$ cat src/hw/rtl/oafb_pkg.sv
// Package: types, constants and CRC step for the object access frame builder
`timescale 1ns / 1ps
`default_nettype none
package oafb_pkg;

    localparam logic [7:0] MARK_DLE  = 8'h90;
    localparam logic [7:0] MARK_STX  = 8'h02;
    localparam logic [7:0] OP_READ   = 8'h60;
    localparam logic [7:0] OP_WRITE  = 8'h68;
    localparam logic [7:0] LEN_READ  = 8'h02;
    localparam logic [7:0] LEN_WRITE = 8'h04;
    localparam logic [15:0] CRC_POLY = 16'h1021;

    localparam logic [7:0] NODE_ID_RESET   = 8'h01;
    localparam logic [7:0] SUB_INDEX_RESET = 8'h00;

    localparam logic REG_NODE_ID   = 1'b0;
    localparam logic REG_SUB_INDEX = 1'b1;

    localparam int PAYLOAD_MAX = 10;
    localparam logic [3:0] PLEN_READ  = 4'd6;
    localparam logic [3:0] PLEN_WRITE = 4'd10;

    typedef struct packed {
        logic                       is_write;
        logic [PAYLOAD_MAX*8-1:0]   payload;   // byte 0 in the low bits
    } t_desc;

    typedef struct packed {
        logic full;
        logic empty;
    } t_q_stat;

    function automatic logic [15:0] crc_byte(input logic [15:0] crc_in,
                                             input logic [7:0]  data);
        logic [15:0] c;
        logic        carry;
        c = crc_in;
        for (int i = 7; i >= 0; i--) begin
            carry = c[15];
            c = {c[14:0], data[i]};
            if (carry) begin
                c = c ^ CRC_POLY;
            end
        end
        return c;
    endfunction

endpackage
`default_nettype wire

$ cat src/hw/rtl/oafb_front.sv
// Front end: configuration registers and command capture into a frame descriptor
`timescale 1ns / 1ps
`default_nettype none
module oafb_front (
    input  wire logic               i_clk,
    input  wire logic               i_rst_n,
    input  wire logic               i_cfg_we,
    input  wire logic               i_cfg_idx,
    input  wire logic [7:0]         i_cfg_data,
    input  wire logic               i_start,
    input  wire logic               i_mode,
    input  wire logic [15:0]        i_object_index,
    input  wire logic [31:0]        i_write_value,
    input  wire oafb_pkg::t_q_stat  i_q_stat,
    output logic                    o_busy,
    output logic                    o_push,
    output oafb_pkg::t_desc         o_desc
);

    logic [7:0] r_node_id;
    logic [7:0] r_sub_index;

    always_ff @(posedge i_clk) begin
        if (!i_rst_n) begin
            r_node_id   <= oafb_pkg::NODE_ID_RESET;
            r_sub_index <= oafb_pkg::SUB_INDEX_RESET;
        end else if (i_cfg_we) begin
            unique case (i_cfg_idx)
                oafb_pkg::REG_NODE_ID:   r_node_id   <= i_cfg_data;
                oafb_pkg::REG_SUB_INDEX: r_sub_index <= i_cfg_data;
                default: ;
            endcase
        end
    end

    logic [7:0]  w_op;
    logic [7:0]  w_len;
    logic [31:0] w_val;

    always_comb begin
        w_op  = i_mode ? oafb_pkg::OP_WRITE  : oafb_pkg::OP_READ;
        w_len = i_mode ? oafb_pkg::LEN_WRITE : oafb_pkg::LEN_READ;
        w_val = i_mode ? i_write_value : 32'd0;
        o_busy  = i_q_stat.full;
        o_push  = i_start && !i_q_stat.full;
        o_desc.is_write = i_mode;
        o_desc.payload  = {w_val, r_sub_index, i_object_index, r_node_id, w_len, w_op};
    end

endmodule
`default_nettype wire

$ cat src/hw/rtl/oafb_fifo.sv
// Short descriptor queue between the front end and the byte sequencer
`timescale 1ns / 1ps
`default_nettype none
module oafb_fifo #(
    parameter int DEPTH = 2
) (
    input  wire logic               i_clk,
    input  wire logic               i_rst_n,
    input  wire logic               i_push,
    input  wire oafb_pkg::t_desc    i_desc,
    input  wire logic               i_pop,
    output oafb_pkg::t_desc         o_desc,
    output oafb_pkg::t_q_stat       o_stat
);

    localparam int PTR_W = $clog2(DEPTH);
    localparam int CNT_W = $clog2(DEPTH + 1);

    oafb_pkg::t_desc  r_mem [DEPTH];
    logic [PTR_W-1:0] r_wr_ptr;
    logic [PTR_W-1:0] r_rd_ptr;
    logic [CNT_W-1:0] r_cnt;

    logic w_push;
    logic w_pop;

    assign o_stat.full  = (r_cnt == CNT_W'(DEPTH));
    assign o_stat.empty = (r_cnt == '0);
    assign w_push = i_push && !o_stat.full;
    assign w_pop  = i_pop && !o_stat.empty;
    assign o_desc = r_mem[r_rd_ptr];

    always_ff @(posedge i_clk) begin
        if (w_push) begin
            r_mem[r_wr_ptr] <= i_desc;
        end
    end

    always_ff @(posedge i_clk) begin
        if (!i_rst_n) begin
            r_wr_ptr <= '0;
            r_rd_ptr <= '0;
            r_cnt    <= '0;
        end else begin
            if (w_push) begin
                r_wr_ptr <= (r_wr_ptr == PTR_W'(DEPTH - 1)) ? '0 : r_wr_ptr + 1'b1;
            end
            if (w_pop) begin
                r_rd_ptr <= (r_rd_ptr == PTR_W'(DEPTH - 1)) ? '0 : r_rd_ptr + 1'b1;
            end
            if (w_push && !w_pop) begin
                r_cnt <= r_cnt + 1'b1;
            end else if (w_pop && !w_push) begin
                r_cnt <= r_cnt - 1'b1;
            end
        end
    end

endmodule
`default_nettype wire

$ cat src/hw/rtl/oafb_back.sv
// Back end: emits frame bytes one per cycle and runs the CRC a byte per cycle
`timescale 1ns / 1ps
`default_nettype none
module oafb_back (
    input  wire logic               i_clk,
    input  wire logic               i_rst_n,
    input  wire oafb_pkg::t_desc    i_desc,
    input  wire oafb_pkg::t_q_stat  i_q_stat,
    output logic                    o_pop,
    output logic                    o_valid,
    output logic [7:0]              o_frame_byte,
    output logic                    o_last_byte
);

    localparam int PAYLOAD_W = oafb_pkg::PAYLOAD_MAX * 8;

    typedef enum logic {
        ST_IDLE,
        ST_SEND
    } t_state;

    t_state           r_state;
    oafb_pkg::t_desc  r_desc;
    logic [3:0]       r_pos;
    logic [15:0]      r_crc;
    logic             r_valid;
    logic [7:0]       r_byte;
    logic             r_last;

    logic [3:0]  w_plen;
    logic [3:0]  w_bidx;
    logic [3:0]  w_fidx;
    logic [PAYLOAD_W-1:0] w_sh_out;
    logic [PAYLOAD_W-1:0] w_sh_feed;
    logic [7:0]  w_out_byte;
    logic [7:0]  w_feed_byte;
    logic        w_is_last;
    logic        w_feed_en;
    logic [15:0] n_crc;

    always_comb begin
        w_plen    = r_desc.is_write ? oafb_pkg::PLEN_WRITE : oafb_pkg::PLEN_READ;
        w_bidx    = r_pos - 4'd2;
        // payload words are little endian but the CRC takes them MSB first
        w_fidx    = r_pos ^ 4'd1;
        w_sh_out  = r_desc.payload >> {w_bidx, 3'b000};
        w_sh_feed = r_desc.payload >> {w_fidx, 3'b000};
        w_is_last = (r_pos == w_plen + 4'd3);
        w_feed_en = (r_pos < w_plen + 4'd2);
        w_feed_byte = (r_pos < w_plen) ? w_sh_feed[7:0] : 8'd0;
        n_crc = oafb_pkg::crc_byte(r_crc, w_feed_byte);
        priority if (r_pos == 4'd0) begin
            w_out_byte = oafb_pkg::MARK_DLE;
        end else if (r_pos == 4'd1) begin
            w_out_byte = oafb_pkg::MARK_STX;
        end else if (r_pos == w_plen + 4'd2) begin
            w_out_byte = r_crc[7:0];
        end else if (r_pos == w_plen + 4'd3) begin
            w_out_byte = r_crc[15:8];
        end else begin
            w_out_byte = w_sh_out[7:0];
        end
        o_pop = !i_q_stat.empty && ((r_state == ST_IDLE) || w_is_last);
    end

    always_ff @(posedge i_clk) begin
        if (!i_rst_n) begin
            r_state <= ST_IDLE;
            r_valid <= 1'b0;
            r_last  <= 1'b0;
            r_pos   <= '0;
            r_crc   <= '0;
        end else begin
            r_valid <= 1'b0;
            r_last  <= 1'b0;
            unique case (r_state)
                ST_IDLE: begin
                    if (o_pop) begin
                        r_desc  <= i_desc;
                        r_pos   <= '0;
                        r_crc   <= '0;
                        r_state <= ST_SEND;
                    end
                end
                ST_SEND: begin
                    r_valid <= 1'b1;
                    r_byte  <= w_out_byte;
                    r_last  <= w_is_last;
                    r_pos   <= r_pos + 4'd1;
                    if (w_feed_en) begin
                        r_crc <= n_crc;
                    end
                    if (w_is_last) begin
                        if (o_pop) begin
                            r_desc <= i_desc;
                            r_pos  <= '0;
                            r_crc  <= '0;
                        end else begin
                            r_state <= ST_IDLE;
                        end
                    end
                end
                default: r_state <= ST_IDLE;
            endcase
        end
    end

    assign o_valid      = r_valid;
    assign o_frame_byte = r_byte;
    assign o_last_byte  = r_last;

endmodule
`default_nettype wire

$ cat src/hw/rtl/object_access_frame_builder.sv
// Top level: serial command frame builder for motor controller object access
//
//  channel   direction  handshake             payload
//  command   in         start && !busy        i_mode, i_object_index, i_write_value
//  frame     out        o_valid (one cycle)   o_frame_byte, o_last_byte
//  config    in         i_cfg_we              i_cfg_idx, i_cfg_data
//
// A read frame is 10 bytes and a write frame 14; the back-end sequencer sends one
// byte per cycle. With the sequencer idle, an accepted command passes the queue,
// the descriptor register and the output byte register before its first byte appears.
// The command queue holds QUEUE_DEPTH frames; busy is high while it is full.
// Synchronous active-low reset: queue empty, node id 1, subindex 0.
// The receiver cannot stall; every byte beat is taken when shown.
`timescale 1ns / 1ps
`default_nettype none
module object_access_frame_builder #(
    parameter int QUEUE_DEPTH = 2
) (
    input  wire logic        i_clk,
    input  wire logic        i_rst_n,
    input  wire logic        i_cfg_we,
    input  wire logic        i_cfg_idx,
    input  wire logic [7:0]  i_cfg_data,
    input  wire logic        start,
    output logic             busy,
    input  wire logic        i_mode,
    input  wire logic [15:0] i_object_index,
    input  wire logic [31:0] i_write_value,
    output logic             o_valid,
    output logic [7:0]       o_frame_byte,
    output logic             o_last_byte
);

    oafb_pkg::t_desc   w_push_desc;
    oafb_pkg::t_desc   w_head_desc;
    oafb_pkg::t_q_stat w_q_stat;
    logic              w_push;
    logic              w_pop;

    oafb_front u_front (
        .i_clk          (i_clk),
        .i_rst_n        (i_rst_n),
        .i_cfg_we       (i_cfg_we),
        .i_cfg_idx      (i_cfg_idx),
        .i_cfg_data     (i_cfg_data),
        .i_start        (start),
        .i_mode         (i_mode),
        .i_object_index (i_object_index),
        .i_write_value  (i_write_value),
        .i_q_stat       (w_q_stat),
        .o_busy         (busy),
        .o_push         (w_push),
        .o_desc         (w_push_desc)
    );

    oafb_fifo #(
        .DEPTH (QUEUE_DEPTH)
    ) u_fifo (
        .i_clk   (i_clk),
        .i_rst_n (i_rst_n),
        .i_push  (w_push),
        .i_desc  (w_push_desc),
        .i_pop   (w_pop),
        .o_desc  (w_head_desc),
        .o_stat  (w_q_stat)
    );

    oafb_back u_back (
        .i_clk        (i_clk),
        .i_rst_n      (i_rst_n),
        .i_desc       (w_head_desc),
        .i_q_stat     (w_q_stat),
        .o_pop        (w_pop),
        .o_valid      (o_valid),
        .o_frame_byte (o_frame_byte),
        .o_last_byte  (o_last_byte)
    );

endmodule
`default_nettype wire

$ cat config.mk
export PLATFORM = sky130hd
export DESIGN_NAME = object_access_frame_builder
export DESIGN_NICKNAME = d
export VERILOG_FILES = /design/src/hw/rtl/oafb_pkg.sv /design/src/hw/rtl/oafb_front.sv /design/src/hw/rtl/oafb_fifo.sv /design/src/hw/rtl/oafb_back.sv /design/src/hw/rtl/object_access_frame_builder.sv
export SDC_FILE = /design/constraint.sdc
export NUM_CORES = 1
export LEC_CHECK = 0
export BUFFER_PORTS_ARGS = -buffer_cell sky130_fd_sc_hd__buf_2
export CAP_MARGIN = 15
export CORE_MARGIN = 5
export CORE_UTILIZATION = 50
export DETAILED_ROUTE_END_ITERATION = 10
export PLACE_DENSITY = 0.71
export REMOVE_ABC_BUFFERS = 1
export SLEW_MARGIN = 20
export SYNTH_ARGS = -nofsm -noshare
export SYNTH_HDL_FRONTEND = slang
export SYNTH_SLANG_ARGS = --single-unit
$ cat constraint.sdc
create_clock -name i_clk -period 4.3 [get_ports i_clk]
set_input_delay 0.645 -clock i_clk [delete_from_list [all_inputs] [get_ports i_clk]]
set_output_delay 0.645 -clock i_clk [all_outputs]
set_load 0.01 [all_outputs]
* Yosys cells after proc, flatten, opt, wreduce, memory -nomap -nowiden
Memory sizes are Yosys's and may differ from the RTL's. A register that Yosys moved wholly into a read port is not among the register bits.
Cells that the tools add are included.
** Word-level totals
- Register bits :: 132
- RAM bits :: 144
- Input bits :: 62
- Output and inout bits :: 11
- Memories kept :: 1
** Operators by class
- Add/subtract/negate cells :: 8
- $lt $le $gt $ge :: 2
- Equal/unequal tests :: 6
- Shift-type cells :: 2
- Mux-type cells :: 40
- Bitwise logic cells :: 11
- Reduce and logical (&&, ||, !) cells :: 19
** Memories
- u_fifo.r_mem :: depth 2, bits a word 72, read ports 1, clocked after Yosys merged registers in 1, wr ports 1, line oafb_fifo.sv:19 : oafb_pkg::t_desc r_mem [DEPTH];
** Operators by type and width (count)
- $mux 81 :: 2
- $pmux 81 s2 :: 1
- $shr 80x7->8 :: 2
- $mux 13 :: 8
- $mux 16 :: 4
- $mux 32 :: 1
- $mux 8 :: 4
- $pmux 16 s2 :: 1
- $not 3->3 :: 8
- $mux 4 :: 5
- $mux 1 :: 9
- $add 4x2->4 const B :: 2
- $eq 4x4->1 :: 2
- $lt 4x4->1 :: 2
- $pmux 4 s2 :: 1
- $reduce_and 2->1 :: 4
- $logic_and 1x1->1 :: 6
- $add 4x1->4 const B :: 1
- $eq 4x1->1 const B :: 1
- $logic_not 1->1 :: 4
- $logic_not 4->1 :: 1
- $mux 2 :: 2
- $ne 2x2->1 const B :: 2
- $sub 4x2->4 const B :: 1
- other kinds (11) :: 14

* Depth between registers and ports, before layout
Gate-level depths: netlist of run 1.
- Depth after elaboration :: 23
- Mapped depth :: 10
- Mapped depth without buffers :: 8

* Modules after synthesis
A second synthesis of run 1 with hierarchy kept.
** Second synthesis, totals
- Cells, all modules :: 851
- Area total of the unflattened synthesis :: 12906.1 um^2
** By module, submodules not included
- oafb_fifo :: instances 1, cells each 277, area an instance 6105.9 um^2, sequential area each 4964.8 um^2
- oafb_back :: instances 1, cells each 438, area an instance 5686.7 um^2, sequential area each 3133.0 um^2
- oafb_front :: instances 1, cells each 136, area an instance 1113.6 um^2, sequential area each 320.3 um^2

* Worst setup path before layout of run 1
Ideal clock, no wire load.
- Path type :: reg-to-reg
- Start :: reg u_back.r_pos[1]
- End :: reg u_back.r_desc[10] (netlist bit) (enable)
- Setup time :: 491 ps
- Data arrival time :: 4205 ps
- Setup slack :: -395 ps
- Stages on the path, launching flop included :: 8
- Period minus slack after synthesis :: 4695 ps
- Cell sequence :: dfxtp_1 -> buf_6 -> inv_1 -> ha_1 -> nand3_1 -> a21o_1 -> clkbuf_1 -> nor2_1
** On the way
- Cells in the longest elaborated chain, start to end :: 3
** Ends and longest elaborated chain
- start, declared :: line oafb_back.sv:24 : logic [3:0] r_pos;
- start signal, assigned :: line oafb_back.sv:89 : r_pos <= r_pos + 4'd1;
- $eq 4x4->1 :: line oafb_back.sv:48 : w_is_last = (r_pos == w_plen + 4'd3);
- $ne 2x2->1 (no line)
- $reduce_and 2->1 (no line)
- end signal, assigned :: line oafb_back.sv:79 : r_desc <= i_desc;
- end signal, assigned :: line oafb_back.sv:95 : r_desc <= i_desc;
- end, declared :: line oafb_back.sv:23 : oafb_pkg::t_desc r_desc;
No other way between the ends.
A chain may end at the register's enable or synchronous reset.

* Worst setup path in the final report of run 1
- Start :: reg u_back.r_pos[0]
- End :: reg u_back.r_desc[66] (netlist bit) (enable)
Same word-level chain as after synthesis.

==> results of run 1 <==
-- power by group --
group | switching, mW | internal [mW] | leakage [nW]
Sequential | 0.241 | 3.16 | 2.30
Clock | 0.886 | 1.30 | 0.417
Combinational | 0.740 | 0.574 | 1.53
Total | 1.87 | 5.03 | 4.25
-- kinds of logic (layout without fill, tap and decap cells) --
logic type / count (synthesis) / after routing / share of synthesized area
buf+inv: 54 / 139 / 0.0249
flops: 250 / 250 / 0.658
mux: 113 / 113 / 0.128
fa+ha+maj: 9 / 9 / 0.0105
simple gates: 191 / 191 / 0.0870
compound gates: 120 / 120 / 0.0704
xor+xnor: 25 / 25 / 0.0204
-- worst max-delay path, stage by stage (launching register included) --
cell,delay (ns)
sky130_fd_sc_hd__dfxtp_2,0.63
sky130_fd_sc_hd__ha_1,0.31
sky130_fd_sc_hd__nand3_1,0.19
sky130_fd_sc_hd__a21o_1,0.26
sky130_fd_sc_hd__buf_4,0.20
sky130_fd_sc_hd__nor2_4,0.40
sky130_fd_sc_hd__buf_12,0.32
-- path summary, 6_finish.rpt --
kind	cells past startpoint	slack [ns]	startpoint	to
worst min register to register	0	0.45	u_front.r_sub_index[0]$_SDFFE_PN0P_	u_fifo.r_mem[0][31]$_DFFE_PP_
worst max-delay path	6	1.62	u_back.r_pos[0]$_SDFFE_PN0P_	u_back.r_desc[66]$_DFFE_PP_
worst max register to register	6	1.62	u_back.r_pos[0]$_SDFFE_PN0P_	u_back.r_desc[66]$_DFFE_PP_
worst min-delay path	1	0.32	i_object_index[15]	u_fifo.r_mem[0][30]$_DFFE_PP_
-- flip-flops by register name, summed over array words and instances (netlist names), named ones only --
signal               count
u_back.o_frame_byte      8
u_fifo.r_cnt             2
u_back.r_desc           66
u_back.o_valid           1
u_front.r_node_id        8
u_back.r_crc            16
u_fifo.r_mem           132
u_back.o_last_byte       1
u_back.r_state           1
u_back.r_pos             4
u_fifo.r_rd_ptr          1
u_fifo.r_wr_ptr          1
u_front.r_sub_index      8
-- per-stage QoR --
step                std cells  instance area (um^2)  power, mW  TNS, ns  hold slack [ns]
detailed placement       1074                 11300       4.76        0            0.441
finish                   1122                 12200       6.90        0            0.318
global route             1122                 12200       7.24        0            0.299
CTS                      1122                 12200       6.96        0            0.298
floorplan                 717                 10500       4.33  -113.12            0.425
global placement         1074                 11300       4.74        0            0.432
-- cells in the mapped netlist (all sizes together) (3+ instances only) --
cell type / number / share of area
edfxtp: 206 / 0.58
mux2: 67 / 0.070
nand2: 53 / 0.019
a21oi: 46 / 0.021
dfxtp: 44 / 0.082
nor2: 39 / 0.014
and2: 36 / 0.021
mux2i: 33 / 0.031
clkbuf: 29 / 0.010
nand3: 22 / 0.010
o21ai: 22 / 0.010
xor2: 17 / 0.014
buf: 16 / 0.012
mux4: 13 / 0.027
nor3: 13 / 0.0065
ha: 9 / 0.010
o22ai: 9 / 0.0052
inv: 8 / 0.0028
xnor2: 8 / 0.0065
a211oi: 6 / 0.0042
and3: 6 / 0.0035
a31oi: 5 / 0.0029
nand2b: 5 / 0.0029
o32ai: 5 / 0.0041
or3: 5 / 0.0029
a22oi: 4 / 0.0028
nor2b: 4 / 0.0023
a41oi: 3 / 0.0024
nand4: 3 / 0.0017
o221a: 3 / 0.0031
-- routing by layer --
layer	vias up	share of wire	wire length, um
li1	3003	-	-
met3	30	0.061	1280
met5	-	0	0
met2	182	0.48	10100
met4	0	0.019	391
met1	3052	0.44	9290
-- layout make-up --
cell class | count | area, um^2 | share of cell area
clock buffers | 36 | 761 | 0.0625
clock inverters | 12 | 96.3 | 0.00791
inverters | 9 | 33.8 | 0.00277
multi-input cells | 458 | 3410 | 0.280
flip-flops and latches | 250 | 7070 | 0.580
well taps | 275 | 344 | 0.0282
repair buffers | 82 | 460 | 0.0378
==> implementation parameters, run 1 <==
Parameter                              Value

Outcome
  Result of the run    finished clean

STA
  Fin crit period    2.68 ns
  Measured slew at the worst slew-check pin    1.13 ns
  Setup Skew    0.0131 ns
  Final count of pins violating max slew    0
  Final count of hold timing violations    0
  Worst-case headroom to the max-slew limit    0.238
  Least setup slack across all paths after layout    1.62 ns
  Setup repair after global routing missed its margin    false
  Setup violations, final    0
  Tcrit/Tclk final    0.623
  Highest attainable clock frequency    373 MHz

Die
  DIE AREA    24500 um^2
  Core Footprint    21100 um^2
  Die Width    157 um
  Die height    157 um
  I/O pin count    73
  Initial Util    0.509
  Standard-cell row count    53

Clock tree
  Post-CTS setup-driven buffer insertion count    0
  Worst-path clk slew    0.07 ns
  H-tree depth    1
  Clock Latency Late Sink    0.52 ns
  Clk sink count    250
  CTS buffer count    26
  Number of buffers on the longest clock path    3
  Cells resized by post-CTS repair    0
  Clock root buffer    sky130_fd_sc_hd__clkbuf_16
  # hold bufs at CTS    0
  Clock tree from TritonCTS    done

Routing
  Router iterations before antenna repair    5
  Wire length per cell after detailed routing    18.8 um
  Drt drc    0
  Remaining number of nets flagged by the antenna check after routing    0
  Final Routed Wirelength    21100 um
  Drt first-iter violations    451
  Vias post-DR    6267
  Drt via density    5.59

Global route
  Initial antenna violation count    0
  Busiest metal layer after global routing    met2
  Leftover overflow at the end of global routing    0
  Maximum number of pins on one net before global-route repair    67
  Met1 capacity usage during global routing    0.237
  Met2 Use GR    0.283
  GR Util met3    0.0362
  First-pass GRT wire length    33800 um
  Vias in the first global route    6316
  All-Layer GR Usage    0.173

Final layout
  Commonest non-fill, non-tap cells in the layout    206 x sky130_fd_sc_hd__edfxtp_1, 72 x sky130_fd_sc_hd__buf_2, 67 x sky130_fd_sc_hd__mux2_2
  Fraction of layout cells with a size suffix above 1    0.254
  Post-Route Utilization    0.578
  Commonest non-fill, non-tap cell in the layout    sky130_fd_sc_hd__edfxtp_1
  Area added between synthesis and finish    13.5%
  Net total in the final layout    898
  Number of antenna diodes    0
  Filler Cells Inserted    1684

Pwr
  Worst IR Drop VDD    0.345 mV
  Leak Pwr    4.25 nW
  Pwr dens    566 nW/um^2

Synthesis
  Predominant post-synthesis flop cell    sky130_fd_sc_hd__edfxtp_1
  Async S/R FF share, synth    0
  Number of synthesized flops with an enable pin    206
  Post-Syn Area per Cell    14.1 um^2
  Post-synthesis instance area    10700 um^2
  Synth warn    0
  Sequential fraction of the synthesis area    0.658
  Flip-flop and latch count after synthesis    250
  Number of different library cells in the post-synthesis netlist    50
  Cells after Synth    762

Placement
  Half-perimeter wire length after placement    13800 um
  Buffers on Ports    72
  Final weighted congestion in routability-driven placement    0.881
  Worst slack, placed    1.63 ns

Setup path
  Arrival time worst endpoint    2.87 ns
  Worst Setup Start Kind    flop
  Kind of end point of the critical path    flop
  Worst-path maximum fanout    51
  Worst Path Required    4.49 ns
  Critical path class    flop to flop

Flow run
  Max-capacitance violation count    0

Hold path
  Worst hold-check path type    input port to flop
Power figures use the tool's default switching activity.
==> run 2: changes to the inputs <==
--- a/config.mk
+++ b/config.mk
@@ -10,7 +10,7 @@
 export CORE_MARGIN = 5
 export CORE_UTILIZATION = 50
 export DETAILED_ROUTE_END_ITERATION = 10
-export PLACE_DENSITY = 0.71
+export PLACE_DENSITY = 0.68
 export REMOVE_ABC_BUFFERS = 1
 export SLEW_MARGIN = 20
 export SYNTH_ARGS = -nofsm -noshare
==> constraint.sdc (replaced) <==
create_clock -name i_clk -period 2.7 [get_ports i_clk]
set_input_delay 0.405 -clock i_clk [delete_from_list [all_inputs] [get_ports i_clk]]
set_output_delay 0.405 -clock i_clk [all_outputs]
set_load 0.01 [all_outputs]
==> implementation parameters, run 2 (same netlist as run 1, synthesis figures left out) <==
Parameter                              Value

Die
  DIE AREA    24500 um^2 (unchanged)
  Core Footprint    21100 um^2 (unchanged)
  I/O pin count    73 (unchanged)
  Initial Util    0.509 (unchanged)
  Die height    157 um (unchanged)
  Die Width    157 um (unchanged)
  Standard-cell row count    53 (unchanged)

Placement
  Placed Cells    1095 (was 1074)
  Final weighted congestion in routability-driven placement    0.902 (was 0.881)
  Half-perimeter wire length after placement    15300 um (was 13800 um)
  Placement-stage cell area    11500 um^2 (was 11300 um^2)
  Buffers on Ports    72 (unchanged)

Clock tree
  Number of buffers on the longest clock path    3 (unchanged)
  Clk sink count    250 (unchanged)
  H-tree depth    1 (unchanged)
  Worst-path clk slew    0.06 ns (was 0.07 ns)
  Clock tree from TritonCTS    done (unchanged)
  Clock root buffer    sky130_fd_sc_hd__clkbuf_16 (unchanged)
  Cells resized by post-CTS repair    0 (unchanged)
  Clock Latency Late Sink    0.52 ns (about the same)
  # hold bufs at CTS    0 (unchanged)
  Post-CTS setup-driven buffer insertion count    0 (unchanged)
  CTS buffer count    26 (unchanged)

Pwr
  Pwr dens    911 nW/um^2 (was 566 nW/um^2)
  Total Power Consumption    11.3 mW (was 6.90 mW)
  Worst IR Drop VDD    0.672 mV (was 0.345 mV)
  Leak Pwr    4.38 nW (was 4.25 nW)

STA
  Final count of pins violating max slew    0 (unchanged)
  Highest attainable clock frequency    410 MHz (was 373 MHz)
  Measured slew at the worst slew-check pin    0.684 ns (was 1.13 ns)
  Worst-case headroom to the max-slew limit    0.539 (was 0.238)
  Setup Skew    0.0184 ns (was 0.0131 ns)
  Fin crit period    2.44 ns (was 2.68 ns)
  Final setup TNS    0 ns (unchanged)
  Setup violations, final    0 (unchanged)
  Tcrit/Tclk final    0.903 (was 0.623)
  Setup repair after global routing missed its margin    false (unchanged)
  Final count of hold timing violations    0 (unchanged)

Setup path
  Worst-path maximum fanout    12 (was 51)
  Arrival time worst endpoint    2.72 ns (was 2.87 ns)
  Worst Setup Start Kind    flop (unchanged)
  Critical path class    flop to flop (unchanged)
  Worst Path Required    2.98 ns (was 4.49 ns)
  Kind of end point of the critical path    flop (unchanged)

Global route
  Vias in the first global route    6462 (was 6316)
  First-pass GRT wire length    34100 um (was 33800 um)
  Initial antenna violation count    0 (unchanged)
  All-Layer GR Usage    0.175 (was 0.173)
  Maximum number of pins on one net before global-route repair    54 (was 67)
  Leftover overflow at the end of global routing    0 (unchanged)

Final layout
  Post-Route Utilization    0.588 (was 0.578)
  Net total in the final layout    919 (was 898)
  Biggest regs    u_fifo.r_mem (132), u_back.r_desc (66), u_back.r_crc (16) (unchanged)
  Commonest non-fill, non-tap cell in the layout    sky130_fd_sc_hd__edfxtp_1 (unchanged)
  Filler-free cell count of the finished design    1142 (was 1122)
  Number of antenna diodes    0 (unchanged)
  Register containing the most flip-flops in the final layout    u_fifo.r_mem (unchanged)
  Max FFs per register    132 (unchanged)
  Fraction of layout cells with a size suffix above 1    0.265 (was 0.254)
  Post-route cell area    12400 um^2 (was 12200 um^2)
  Commonest non-fill, non-tap cells in the layout    206 x sky130_fd_sc_hd__edfxtp_1, 72 x sky130_fd_sc_hd__buf_2, 67 x sky130_fd_sc_hd__mux2_2 (unchanged)
  Area added between synthesis and finish    15.4% (was 13.5%)

Routing
  Wire length per cell after detailed routing    18.9 um (was 18.8 um)
  Drt first-iter violations    453 (was 451)
  Drt drc    0 (unchanged)
  Remaining number of nets flagged by the antenna check after routing    0 (unchanged)
  Router iterations before antenna repair    5 (unchanged)
  Final Routed Wirelength    21600 um (was 21100 um)
  Drt via density    5.62 (was 5.59)
  Vias post-DR    6418 (was 6267)

Outcome
  Result of the run    finished clean (unchanged)

Hold path
  Worst hold-check path type    input port to flop (unchanged)

Flow run
  Max-capacitance violation count    0 (unchanged)
## run 2: cell types whose count changed in the layout (fill, tap and decap cells not counted), sizes merged
cell / change
clkinvlp: -3
buf: +21
bufinv: +3
clkbuf: -1
## run 2: final cells by class
cell class	instances	area, um^2
Tap cell	275	344
Timing Repair Buffer	103	643
Multi-Input combinational cell	458	3410
Clock buffer	35	726
Inverter	9	33.8
Fill cell	1675	8700
Sequential cell	250	7070
Clock inverter	12	158
## run 2: stage by stage
stage	worst slack (ns)	hold WS (ns)
floorplan	-3.31	0.425
global placement	0.396	0.435
detailed placement	0.334	0.439
CTS	0.281	0.0618
global route	0.0598	0.0631
finish	0.261	0.0811
## run 2: path summary, 6_finish.rpt
kind,startpoint,endpoint,slack (ns),cells past startpoint
setup / recovery,u_back.r_pos[2]$_SDFFE_PN0P_,u_back.o_frame_byte[1]$_SDFFCE_PP0P_,0.26,7
hold / removal,i_object_index[13],u_fifo.r_mem[1][28]$_DFFE_PP_,0.08,1
setup reg to reg,u_back.r_pos[2]$_SDFFE_PN0P_,u_back.o_frame_byte[1]$_SDFFCE_PP0P_,0.26,7
hold reg to reg,u_front.r_node_id[5]$_SDFFE_PN0P_,u_fifo.r_mem[0][12]$_DFFE_PP_,0.45,0
## run 2: where the power goes
part | switching, mW | internal, mW | total (mW)
Sequential | 0.352 | 5.02 | 5.38
Clock | 1.38 | 2.26 | 3.64
Combinational | 1.25 | 1.02 | 2.27
Total | 2.98 | 8.30 | 11.3
## run 2: layer usage
layer	up-vias	global-route usage	share of wire
li1	3048	-	-
met1	3112	0.242	0.43
met2	211	0.288	0.49
met3	47	0.0288	0.054
met4	0	0.0545	0.025
met5	-	0	0
## run 2: worst max-delay path: stages, from the launching register on
cell	delay, ns
sky130_fd_sc_hd__dfxtp_1	0.58
sky130_fd_sc_hd__ha_1	0.32
sky130_fd_sc_hd__nand2_1	0.13
sky130_fd_sc_hd__nor3_2	0.49
sky130_fd_sc_hd__a22oi_1	0.19
sky130_fd_sc_hd__o21ai_0	0.10
sky130_fd_sc_hd__nor2_1	0.07
sky130_fd_sc_hd__a211oi_1	0.33
